`config.mk`:
```
export PLATFORM = sky130hd
export DESIGN_NAME = tseh_ram
export DESIGN_NICKNAME = d
export VERILOG_FILES = /design/src/design/tseh_ram.sv
export SDC_FILE = /design/constraint.sdc
export NUM_CORES = 1
export LEC_CHECK = 0
export BUFFER_PORTS_ARGS = -buffer_cell sky130_fd_sc_hd__buf_4
export CORE_AREA = 4 4 182 184
export CTS_CLUSTER_SIZE = 24
export DETAILED_ROUTE_END_ITERATION = 7
export DIE_AREA = 0 0 186 188
export GPL_TIMING_DRIVEN = 0
export PLACE_DENSITY = 0.8
export SLEW_MARGIN = 20
export SYNTH_ARGS = -nofsm -noshare
export SYNTH_HDL_FRONTEND = slang
export SYNTH_SLANG_ARGS = --single-unit
```
`constraint.sdc`:
```
create_clock -name clk -period 10 [get_ports clk]
set_input_delay 2 -clock clk [delete_from_list [all_inputs] [get_ports clk]]
set_output_delay 2 -clock clk [all_outputs]
set_load 0.005 [all_outputs]
```
`src/design/tseh_ram.sv`:
```
// generic single-write, single-read ram with registered read data
module tseh_ram #(
  parameter int WIDTH = 32,
  parameter int DEPTH = 16
) (
  input  logic                     clk,
  input  logic                     we,
  input  logic [$clog2(DEPTH)-1:0] waddr,
  input  logic [WIDTH-1:0]         wdata,
  input  logic                     re,
  input  logic [$clog2(DEPTH)-1:0] raddr,
  output logic [WIDTH-1:0]         rdata
);

  logic [WIDTH-1:0] mem [DEPTH];

  always_ff @(posedge clk) begin
    if (we) begin
      mem[waddr] <= wdata;
    end
    if (re) begin
      rdata <= mem[raddr];
    end
  end

endmodule

```
======== Yosys cells after proc, flatten, opt, wreduce, memory -nomap -nowiden ========
Memory sizes are Yosys's and may differ from the RTL's. A register that Yosys moved wholly into a read port is not among the register bits.
Cells that the tools add are included.
operators by class
  mux-type cells .......................... 2
operators by type and width
  cell              count
  1-bit 2-to-1 mux  2
storage, ports and cells
  register bits after elaboration ......... 0
  output and inout port bits .............. 32
  RAM bits ................................ 512
  input bits .............................. 43
  memories kept ........................... 1
  logic and storage cells ................. 3
memory list
  memory  depth  bits a word  rd ports  clocked after Yosys merged registers in  wr ports  RTL line  source
  mem     16     32           1         1                                        1         15        logic [WIDTH-1:0] mem [DEPTH];

======== Longest topological paths before layout ========
  word-level depth ........................ 2
  mapped depth ............................ 5
  mapped depth without buffers ............ 3

======== Worst setup path before layout ========
Ideal clock, no wire load.
  path kind ............................... input port to flip-flop
  start ................................... in waddr[2]
  end ..................................... mem mem[0][0] (enable)
  path buffers ............................ 0
  cell stages on the path ................. 2
  setup slack ............................. 4.820 ns
  data required time ...................... 9.539 ns
  arrival ................................. 4.718 ns
  library setup time ...................... 0.461 ns
  cells stage by stage .................... or3b_2 -> nor3_1
RTL lines
  element      RTL line  source
  from (decl)  8         input logic [$clog2(DEPTH)-1:0] waddr,
  to (decl)    15
Straight into the memory's write port.

======== Worst setup path after layout ========
  start ................................... in waddr[2]
  end ..................................... mem mem[0][28] (enable)
Straight into the memory's write port.

==> impl_metrics.csv <==
group,metric,value,unit
worst_hold_path,hp-class,"reg2reg",
power_and_ir_drop,seqPwrFrac,0.537,
final_layout,syn_to_final_growth,17.0,%
clock_tree,clk_latency,570,ps
logic_synthesis,syn-num-nets,881,
place,dp_hpwl,26700,microns
global_routing,grt_pass1_wl,69300,microns
sta,timing.fmax,0.263,GHz
logic_synthesis,synth_compound_area_frac,0.0238,
sta,worst_slack,6190,ps
logic_synthesis,ys_types,17,
sta,finalHoldViolCount,0,
clock_tree,clk_pin_slew_worst_paths,60,ps
power_and_ir_drop,p_clk_frac,0.411,
clock_tree,postCtsSetupBuffers,0,
setup_path,crit_arrival,4080,ps
detailed_routing,drtAntennaViolNets,0,
sta,fin_crit,3810,ps
floorplan,fp-row-count,65,
logic_synthesis,synthAdderAreaFrac,0,
power_and_ir_drop,total_power,4.81,mW
final_layout,regArea,0.0163,sq mm
setup_path,critPathMaxStageDelay,690,ps
setup_path,cp-end-kind,"flip-flop",
sta,slew_headroom,0.353,
floorplan,core,0.0314,sq mm
logic_synthesis,synth-xor-area-share,0,
global_routing,grt_overflow,0,
flow_run,maxCapViolCount,0,
run_status,status,"complete, no violations",
detailed_routing,wl_per_cell,32.5,microns
place,finalWeightedCongestion,0.722,
power_and_ir_drop,peakVddDrop,0.192,mV
detailed_routing,wl_met1,17100,microns
sta,rsz0062_at_grt,"false",
final_layout,multi_input_area,0.00373,sq mm
logic_synthesis,syn_area_per_cell,24.1,sq um
detailed_routing,via_per_inst,6.78,
final_layout,n_antenna_cell,0,
final_layout,nFillCells,1587,
sta,clock_skew,23.2,ps
detailed_routing,drt_iter0_drc,1298,
detailed_routing,wl_met3,4300,microns
final_layout,layout.cells.non_filler,1442,
final_layout,finalNetCount,1041,
clock_tree,cts-resized-gates,0,
place,dpl.cell_count,1346,
power_and_ir_drop,intPower,3.83,mW
floorplan,initial_core_util,0.643,
place,place_ws,5680,ps
setup_path,worstPathCellList,"buf_4 > or3b_2 > nor3_2 > buf_6 > buf_4 > buf_6",
final_layout,drive_gt1_frac,0.329,
detailed_routing,drc,0,
sta,slew_viol_final,0,
clock_tree,htree_levels,2,
detailed_routing,routed_wl,46900,microns
logic_synthesis,synth-seq-cells,544,
logic_synthesis,synth_top_family_by_area,"multiplexers",
power_and_ir_drop,p_switching,0.984,mW
clock_tree,cts.sinks,544,
global_routing,grt_max_degree,33,
logic_synthesis,synthMuxAreaShare,0.143,
setup_path,crit_path_max_fanout,7,
setup_path,critPathKind,"in2reg",
setup_path,worstPathRequired,10270,ps
sta,setup_violations,0,
floorplan,die_w,186,microns
setup_path,startpoint_type,"primary input",
setup_path,cpMaxStageDelayCell,"nor3_2",
sta,tightest_slew,970,ps
logic_synthesis,ys_seq_area_frac,0.810,
global_routing,grt_util_all_layers,0.275,
sta,finalCritPeriodShare,0.381,
floorplan,die-area,0.0350,sq mm
place,place.port_buffers,72,
clock_tree,numCtsBuffers,52,
global_routing,grt_pass1_vias,10341,
clock_tree,cts_root_buf,"clkbuf_16",
power_and_ir_drop,p_comb_frac,0.052,
logic_synthesis,synthSimpleGateAreaFrac,0.0125,
floorplan,die_h,188,microns
logic_synthesis,syn_area,0.0202,sq mm
detailed_routing,vias,9772,
sta,setup_tns,0,ps
clock_tree,hold_buffers,0,
clock_tree,cts_tree,"yes",
detailed_routing,wl_met2,23700,microns
detailed_routing,top_layer_used,"met5",
power_and_ir_drop,p_per_area,204,mW/mm^2
logic_synthesis,netlist_instances,838,
logic_synthesis,yosys_warnings,0,
clock_tree,clockBufferDepth,3,
power_and_ir_drop,switching_share,0.205,
power_and_ir_drop,power_leakage,7.63,nW
global_routing,antenna_found_initial,1,
floorplan,ios,75,
detailed_routing,drtPass1Iterations,5,
[cell usage after synthesis]
cell,count,area share
mux4_2,128,0.14
a22oi_1,64,0.024
edfxtp_1,544,0.81
buf_2,4,0.00099
nand3_1,1,0.00025
nand2_1,33,0.0061
buf_1,9,0.0017
clkbuf_1,17,0.0032
nor2_1,13,0.0024
buf_4,11,0.0041
nand3b_1,2,0.00074
nand2b_1,2,0.00062
nor2b_1,2,0.00062
buf_6,2,0.0011
nor3_1,4,0.00099
or3b_2,1,0.00043
and2_1,1,0.00031
[layer usage]
layer / up-vias / track usage
met1: 5040 / 0.383
met2: 670 / 0.443
met3: 124 / 0.0543
li1: 3936 / -
met5: - / 0
met4: 2 / 0.103
[flip-flops by register name, summed over array words and instances (netlist names)]
name and flops:
mem 512, rdata 32
[layout by cell type, fill, tap and decap left out, types with 8 or more instances in the layout]
master | Yosys | final
edfxtp_1 | 544 | 544
nand2_1 | 33 | 33
clkbuf_1 | 17 | 26
clkbuf_16 | 0 | 53
mux4_2 | 128 | 128
clkinv_1 | 0 | 13
buf_16 | 0 | 14
buf_4 | 11 | 97
buf_1 | 9 | 9
clkinv_2 | 0 | 8
a22oi_1 | 64 | 64
nor2_4 | 0 | 12
[per-stage QoR]
| stage | area [sq um] | hold WS, ps | utilization |
|---|---|---|---|
| 4_1_cts | 23600 | 760 | 0.752 |
| 5_1_grt | 23600 | 783 | 0.752 |
| 2_1_floorplan | 20200 | 710 | - |
| 3_3_place_gp | 21200 | 719 | 0.676 |
| 3_5_place_dp | 21900 | 741 | 0.697 |
| 6_report | 23600 | 753 | 0.752 |
[layout make-up]
class / instances / share of cell area
sequential: 544 / 0.692
multi-input combinational: 251 / 0.158
clock buffer: 62 / 0.0576
timing repair buffer: 106 / 0.0469
tap: 402 / 0.0213
clock inverter: 34 / 0.0148
buffer: 43 / 0.00944
[worst paths after layout]
check | startpoint | endpoint | slack, ps | cells after the start
worst max-delay path | waddr[2] | mem[0][28]$_DFFE_PP_ | 6190 | 6
worst min-delay path | mem[14][13]$_DFFE_PP_ | rdata[13]$_DFFE_PP_ | 750 | 3
worst max register to register | mem[0][29]$_DFFE_PP_ | rdata[29]$_DFFE_PP_ | 8440 | 3
worst min register to register | mem[14][13]$_DFFE_PP_ | rdata[13]$_DFFE_PP_ | 750 | 3
[power groups by stage]
stage	clock network, mW	logic, mW	registers, mW
finish	1.98	0.250	2.58
global route	2.10	0.265	2.59
detailed placement	0	0.244	2.63
floorplan	0	0.123	2.63
CTS	1.99	0.251	2.58
global placement	0	0.224	2.63
[kinds of logic (layout without fill, tap and decap cells)]
| group | after synthesis | after routing |
|---|---|---|
| DFF | 544 | 544 |
| muxes | 128 | 128 |
| AOI/OAI and AO/OA | 64 | 64 |
| and+or+nand+nor | 59 | 59 |
| buffers and inverters | 43 | 245 |
[critical path: cells and delay by family]
| family | cells | cell delay [ps] |
|---|---|---|
| AND/OR/NAND/NOR | 2 | 1300 |
| buffers and inverters | 4 | 770 |
Power figures use the tool's default switching activity.
