$ cat config.mk
export PLATFORM = sky130hd
export DESIGN_NAME = tseh_decode
export DESIGN_NICKNAME = d
export VERILOG_FILES = /design/src/design/tseh_pkg.sv /design/src/design/tseh_decode.sv
export SDC_FILE = /design/constraint.sdc
export NUM_CORES = 1
export LEC_CHECK = 0
export ABC_AREA = 1
export ABC_CLOCK_PERIOD_IN_PS = 5300
export BUFFER_PORTS_ARGS = -buffer_cell sky130_fd_sc_hd__buf_2
export CORE_UTILIZATION = 51
export DETAILED_ROUTE_END_ITERATION = 12
export PLACE_DENSITY = 0.95
export SETUP_SLACK_MARGIN = 0.15
export SLEW_MARGIN = 15
export SYNTH_ARGS = -nofsm -noshare
export SYNTH_HDL_FRONTEND = slang
export SYNTH_SLANG_ARGS = --single-unit
$ cat constraint.sdc
create_clock -name vclk -period 5.3
set_input_delay 0.265 -clock vclk [all_inputs]
set_output_delay 0.265 -clock vclk [all_outputs]
set_load 0.005 [all_outputs]
$ cat src/design/tseh_pkg.sv
// shared constants, codes and types of the strip energy histogram
package tseh_pkg;

  localparam int SIDES      = 4;
  localparam int STRIPS     = 32;
  localparam int BINS       = 4096;
  localparam int COUNT_BITS = 32;

  localparam int CELLS  = SIDES * STRIPS * BINS;
  localparam int ADDR_W = $clog2(CELLS);

  localparam logic [11:0] THRESHOLD_RESET = 12'd100;

  typedef logic [COUNT_BITS-1:0] count_t;
  typedef logic [ADDR_W-1:0]     addr_t;

  typedef enum logic [1:0] {
    OP_RECORD     = 2'd0,
    OP_READ_BIN   = 2'd1,
    OP_READ_EVENT = 2'd2
  } opcode_t;

  typedef enum logic [1:0] {
    ST_COUNTED = 2'd0,
    ST_BELOW   = 2'd1,
    ST_DROPPED = 2'd2,
    ST_DATA    = 2'd3
  } status_t;

  typedef struct packed {
    logic  below_thr;
    logic  in_range;
    addr_t addr;
  } hit_class_t;

endpackage

$ cat src/design/tseh_decode.sv
// threshold test, range check and bin address of a request
module tseh_decode (
  input  logic [1:0]           side_select,
  input  logic [5:0]           strip_number,
  input  logic [15:0]          energy_value,
  input  logic [11:0]          energy_threshold,
  output tseh_pkg::hit_class_t cls
);
  import tseh_pkg::*;

  logic [31:0] flat_index;

  always_comb begin
    flat_index = ((32'(side_select) * 32'(STRIPS)) + 32'(strip_number) - 32'd1) * 32'(BINS)
                 + 32'(energy_value);
    cls.below_thr = energy_value <= 16'(energy_threshold);
    cls.in_range  = (32'(side_select) < 32'(SIDES)) && (strip_number != 6'd0) &&
                    (32'(strip_number) <= 32'(STRIPS)) &&
                    (32'(energy_value) < 32'(BINS));
    cls.addr      = flat_index[ADDR_W-1:0];
  end

endmodule

Word level (Yosys, flattened, before mapping):

Index checks and enable logic that the tools add are counted.
W data, S select, Z words.

* latch bits: 0
* bits in writable memories: 0
* bits in read-only memories: 0
* output and inout bits: 21
* register bits: 0
* memories kept: 0
* word-level logic and storage cells: 9

* muxes and demuxes: 0
* $lt $le $gt $ge: 3
* add/subtract/negate cells: 3
* eq/ne operators: 0
* $mul: 0
* div/mod/pow operators: 0
* shifts and indexed selects: 0
* bitwise logic cells: 0
* reductions and logical operators: 3

Operator list (count)
* $add A19 B17 Y19: 1
* $le A16 B12 Y1: 1
* $lt A16 B13 Y1 const B: 1
* $add A7 B6 Y7: 1
* $sub A7 B1 Y7 const B: 1
* $le A6 B6 Y1 const B: 1
* $reduce_bool A6 Y1: 1
* $logic_and A1 B1 Y1: 2

Logic depth before layout (Yosys ltp):

Gate-level depths: netlist of run 1.

* depth after elaboration: 3
* mapped depth: 13

Worst setup path before layout of run 1:

Ideal clock, no wire load.

* kind: input-to-output
* start point: in strip_number[1]
* end point: out cls[18] (netlist name)
* data arrival time: 1.923 ns
* stages: 13
* slack: 3.112 ns
* path through: inv_1 > ha_1 > inv_1 > fa_1 > inv_1 > ha_1 > nand3_1 > nand3_1 > inv_1 > nor2_2 > nand2_1 > nand2_1 > nand2_1

RTL lines
* start: declaration: RTL line tseh_decode.sv:4 `input logic [5:0] strip_number,`
* end: declaration: RTL line tseh_decode.sv:7 `output tseh_pkg::hit_class_t cls`

==> impl_metrics.env, run 1 <==
export IMPL_swShare_pct=54.6
export IMPL_cp_top_family="adder cells"
export IMPL_grt_max_degree=6
export IMPL_cpMostUsedCell="inv_1"
export IMPL_multi_input_area_um2=772
export IMPL_p_leak_nw=0.843
export IMPL_num_vias=1089
export IMPL_hold_class="input pin to output pin"
export IMPL_dieArea_um2=2160
export IMPL_final_common_cell="buf_2"
export IMPL_tightest_slew_ns=0.261
export IMPL_crit_buf_inv=6
export IMPL_fp_dieW_um=46.5
export IMPL_dp_cells=237
export IMPL_core_area_um2=1780
export IMPL_die_h_um=46.5
export IMPL_syn_area_per_cell_um2=6.04
export IMPL_outcome="finished clean"
export IMPL_num_antenna_cells=0
export IMPL_yosys_cell_types_count=22
export IMPL_start_util_pct=56.6
export IMPL_route_detailed_drc=0
export IMPL_gr_total_overflow=0
export IMPL_fin_cells=237
export IMPL_cts_setup_buffers=0
export IMPL_path_max_fanout=4
export IMPL_ys_seq_area_share_pct=0
export IMPL_p_per_area_nw_per_um2=108
export IMPL_period_minus_slack_ns=2.59
export IMPL_rows=15
export IMPL_drt_pass1_iterations=4
export IMPL_rsz0062_at_grt="no"
export IMPL_areaGrowthSynthToFinish_pct=22.5
export IMPL_vdd_drop_max_v=0.0000979
export IMPL_fin_nets=277
export IMPL_viasPerCell=4.59
export IMPL_cp_slowest_cell="fa_1"
export IMPL_synth_xor_area_share_pct=2.61
export IMPL_yosys_warnings=0
export IMPL_setup_slack_ns=2.71
export IMPL_max_cap_violations=0
export IMPL_crit_type="input pin to output pin"
export IMPL_seq_cells=0
export IMPL_postSynthCellCount=167
export IMPL_dp_slack_ns=2.72
export IMPL_grt_usage_pct=21.2
export IMPL_grt_pass1_vias=984
export IMPL_regArea_um2=0
export IMPL_max_slew_margin_pct=82.6
export IMPL_pwr_share_seq_pct=0
export IMPL_clock_buffer_count=0
export IMPL_slew_violations=0
export IMPL_dp_hpwl_um=2000
export IMPL_crit_path_end_kind="output pin"
export IMPL_p_int_mw=0.0607
export IMPL_place_congestion=0.871
export IMPL_power_share_combinational_pct=100.0
export IMPL_hold_violations=0
export IMPL_synth_mux_area_share_pct=0
export IMPL_syn_area_um2=1010
export IMPL_cp_arrival_ns=2.33
export IMPL_switching_power_mw=0.0729
export IMPL_synth_simple_gate_area_share_pct=32.4
export IMPL_grt_antenna_before_repair=0
export IMPL_io_pins=57
export IMPL_crit_path_max_incr_delay_ns=0.49
export IMPL_syn_num_nets=230
export IMPL_drt_iter0_markers=16
export IMPL_grt_pass1_wl_um=3520
export IMPL_drtAntennaViolNets=0
export IMPL_layout_common_cells="57 x buf_2, 43 x nand2_1, 36 x inv_1"
export IMPL_worstPathCellList="buf_2 > inv_1 > ha_1 > inv_1 > fa_1 > inv_1 > ha_1 > nand3_1 > nand3_1 > inv_1 > nor2_2 > nand2_1 > nand2_1 > nand2_1 > buf_2"
export IMPL_fin_crit_sh_pct=48.9
export IMPL_cts_resized=0
export IMPL_tns_ns=0
export IMPL_synth_top_family_by_area="adder cells"
export IMPL_synth_compound_area_share_pct=6.58
export IMPL_setup_viol_count_final=0
export IMPL_fin_hold_ws_ns=0.712
export IMPL_drive_gt1_share_pct=31.6
export IMPL_synthAdderAreaFrac_pct=35.0
export IMPL_max_freq_mhz=386
export IMPL_port_buffers=57
export IMPL_fillers=165
export IMPL_cp_required_ns=5.04
export IMPL_wl_um=2140
export IMPL_clkPwrFrac_pct=0
export IMPL_cts_hold_buf=0
export IMPL_critPathLaunchType="input pin"
export IMPL_wire_per_inst_um=9.03
-- per-layer routing --
metal | up-vias | wire (um) | global-route usage (%)
met4 | 0 | 0 | 0
met5 | - | 0 | 0
met1 | 455 | 977 | 22.7
met3 | 0 | 87 | 0
met2 | 36 | 1080 | 46.4
li1 | 598 | - | -
-- cell usage after synthesis, drive strengths merged --
master | count | share of area [%]
xor2 | 3 | 2.6
a21oi | 7 | 3.8
a21o | 1 | 0.74
clkinv | 1 | 0.37
fa | 2 | 4.0
nand4 | 2 | 1.2
inv | 38 | 14
nand3b | 1 | 0.74
nand3 | 10 | 6.0
nor3 | 1 | 0.50
a31oi | 1 | 0.62
a311oi | 1 | 0.87
ha | 25 | 31
nor2 | 14 | 5.5
buf | 12 | 8.9
o21ai | 1 | 0.50
nand2 | 47 | 18
-- logic make-up after synthesis --
group                      Yosys count
xor gates and xnor gates             3
adders and majority gates           27
buffers and inverters               51
AOI/OAI and AO/OA                   11
and+or+nand+nor                     75
-- metrics by stage --
stage | area, um2 | power, mW | util (%)
floorplan | 1010 | 0.0916 | -
global placement | 1230 | 0.129 | 69.3
detailed placement | 1230 | 0.133 | 69.3
CTS | 1230 | 0.135 | 69.3
global route | 1230 | 0.154 | 69.3
finish | 1230 | 0.134 | 69.3
-- path summary, 6_finish.rpt --
path | cells past startpoint | startpoint | endpoint
worst min-delay path | 2 | energy_value[0] | cls[0]
worst max-delay path | 15 | strip_number[1] | cls[18]
-- power by group through the flow --
stage	Sequential, mW	Combinational, mW	Clock (mW)
3_5_place_dp	0	0.133	0
2_1_floorplan	0	0.0916	0
6_report	0	0.134	0
4_1_cts	0	0.135	0
5_1_grt	0	0.154	0
3_3_place_gp	0	0.129	0
-- layout make-up --
type | instances | area share [%]
Inverter | 39 | 11.9
Multi-Input combinational cell | 116 | 62.5
Tap cell | 25 | 2.53
Timing Repair Buffer | 57 | 23.1
No activity file was read; power rests on OpenSTA's default activity.
==> run 2, diff against run 1 <==
--- a/config.mk
+++ b/config.mk
@@ -5,12 +5,12 @@
 export SDC_FILE = /design/constraint.sdc
 export NUM_CORES = 1
 export LEC_CHECK = 0
-export ABC_AREA = 1
-export ABC_CLOCK_PERIOD_IN_PS = 5300
+export ABC_AREA = 0
+export ABC_CLOCK_PERIOD_IN_PS = 2200
 export BUFFER_PORTS_ARGS = -buffer_cell sky130_fd_sc_hd__buf_2
-export CORE_UTILIZATION = 51
+export CORE_UTILIZATION = 41
 export DETAILED_ROUTE_END_ITERATION = 12
-export PLACE_DENSITY = 0.95
+export PLACE_DENSITY = 0.9
 export SETUP_SLACK_MARGIN = 0.15
 export SLEW_MARGIN = 15
 export SYNTH_ARGS = -nofsm -noshare
==> constraint.sdc (replaced) <==
create_clock -name vclk -period 2.2
set_input_delay 0.11 -clock vclk [all_inputs]
set_output_delay 0.11 -clock vclk [all_outputs]
set_load 0.005 [all_outputs]
==> impl_metrics.env, run 2 <==
export IMPL_crit_path_max_incr_delay_ns=0.52
export IMPL_p_leak_nw=0.761
export IMPL_cp_arrival_ns=2.09
export IMPL_tns_ns=0
export IMPL_grt_max_degree=4
export IMPL_outcome="finished clean"
export IMPL_fin_hold_ws_ns=0.405
export IMPL_drt_iter0_markers=2
export IMPL_finalInstanceArea_um2=1300
export IMPL_crit_type="input pin to output pin"
export IMPL_place_congestion=0.758
export IMPL_gr_total_overflow=0
export IMPL_rsz0062_at_grt="yes"
export IMPL_syn_num_nets=173
export IMPL_syn_area_um2=867
export IMPL_synth_common_cells="25 x ha_1, 24 x inv_1, 12 x buf_4"
export IMPL_synth_most_common_cell="ha_1"
export IMPL_fin_nets=233
export IMPL_crit_path_end_kind="output pin"
export IMPL_slew_violations=0
export IMPL_route_detailed_drc=0
export IMPL_regArea_um2=0
export IMPL_finish_utilization_pct=65.5
export IMPL_hold_violations=0
export IMPL_postSynthCellCount=110
export IMPL_port_buffers=57
export IMPL_num_antenna_cells=0
export IMPL_setup_slack_ns=0.00365
export IMPL_syn_area_per_cell_um2=7.88
export IMPL_drive_gt1_share_pct=50.0
export IMPL_dp_hpwl_um=1930
export IMPL_hold_class="input pin to output pin"
export IMPL_p_per_area_nw_per_um2=321
export IMPL_cts_hold_buf=0
export IMPL_num_vias=942
export IMPL_multi_input_area_um2=754
export IMPL_fin_crit_sh_pct=99.8
export IMPL_io_pins=57
export IMPL_max_freq_mhz=455
export IMPL_yosys_warnings=0
export IMPL_layout_common_cells="56 x buf_2, 23 x ha_1, 21 x inv_1"
export IMPL_die_h_um=48.0
export IMPL_drtAntennaViolNets=0
export IMPL_critPathLaunchType="input pin"
export IMPL_ys_seq_area_share_pct=0
export IMPL_viasPerCell=4.83
export IMPL_setup_viol_count_final=0
export IMPL_fp_dieW_um=48.0
export IMPL_max_slew_margin_pct=75.6
export IMPL_start_util_pct=43.8
export IMPL_max_cap_violations=0
export IMPL_tightest_slew_ns=0.365
export IMPL_seq_cells=0
export IMPL_grt_usage_pct=19.7
export IMPL_clock_buffer_count=0
export IMPL_rows=16
export IMPL_dp_slack_ns=-0.0933
export IMPL_vdd_drop_max_v=0.000187
export IMPL_wire_per_inst_um=12.1
export IMPL_cp_required_ns=2.09
export IMPL_yosys_cell_types_count=26
export IMPL_wl_um=2360
export IMPL_yosysTopAreaCell="ha_1"
export IMPL_path_max_fanout=2
export IMPL_dieArea_um2=2300
export IMPL_worstPathCellList="buf_8 > clkinv_8 > ha_4 > inv_2 > fa_2 > inv_2 > ha_4 > a21o_1 > a21oi_4 > nor4_4 > xnor3_1 > buf_2"
export IMPL_yosys_top_cells_area="ha_1 36%, buf_4 10%, inv_1 10%"
export IMPL_fillers=188
export IMPL_grt_pass1_vias=897
export IMPL_areaGrowthSynthToFinish_pct=49.8
export IMPL_drt_pass1_iterations=2
export IMPL_final_common_cell="buf_2"
export IMPL_grt_antenna_before_repair=0
export IMPL_period_minus_slack_ns=2.20
export IMPL_synth_top_area_share_pct=36.1
export IMPL_core_area_um2=1980
export IMPL_grt_pass1_wl_um=3280
export IMPL_placedInstanceArea_um2=1140
export IMPL_cp_slowest_cell="fa_2"
[run 2: per-stage QoR]
step | power (mW) | instances
floorplan | 0.201 | 110
global placement | 0.308 | 187
detailed placement | 0.325 | 187
CTS | 0.371 | 192
global route | 0.464 | 195
finish | 0.417 | 195
[run 2: path summary, 6_finish.rpt]
path                  slack, ns       startpoint  cells past startpoint       to
worst min-delay path       0.40  energy_value[3]                      2   cls[3]
worst max-delay path      0.004  strip_number[1]                     12  cls[18]
[run 2: per-layer routing]
metal	up-vias	GRT usage [%]	wire [um]
met1	426	17.3	803
met3	4	0.755	100
met5	-	0	0
met4	0	6.11	38
li1	477	-	-
met2	35	44.9	1410
[run 2: area by class of cell]
| cell class | count | area share (%) |
|---|---|---|
| tap | 27 | 2.60 |
| timing repair buffer | 70 | 31.4 |
| multi-input combinational | 74 | 58.1 |
| inverter | 24 | 7.90 |
[run 2: worst max-delay path: cells and delay by family]
family | cells | cell delay [ns]
and+or+nand+nor | 1 | 0.25
AOI/OAI and AO/OA | 2 | 0.23
xor gates and xnor gates | 1 | 0.23
buffers and inverters | 5 | 0.35
adders and majority gates | 3 | 0.90
[run 2: cells by family (layout without fill, tap and decap cells)]
group | after synthesis | count (layout) | synth area share [%]
AOI/OAI and AO/OA | 21 | 21 | 14.6
xor gates and xnor gates | 9 | 9 | 10.7
adders and majority gates | 27 | 27 | 40.7
buffers and inverters | 36 | 94 | 20.8
and+or+nand+nor | 17 | 17 | 13.3
[run 2: timing repair]
| item | 4_1_cts | 5_1_grt |
|---|---|---|
| endpoints found under the setup margin | 3 | 4 |
| resized for setup | 15 | 11 |
| setup buffers | 5 | 3 |
| pin swaps | 11 | 8 |
[run 2: where the power goes]
part           switching [mW]  total (mW)  internal, mW
logic                   0.190       0.417         0.227
registers                   0           0             0
clock network               0           0             0
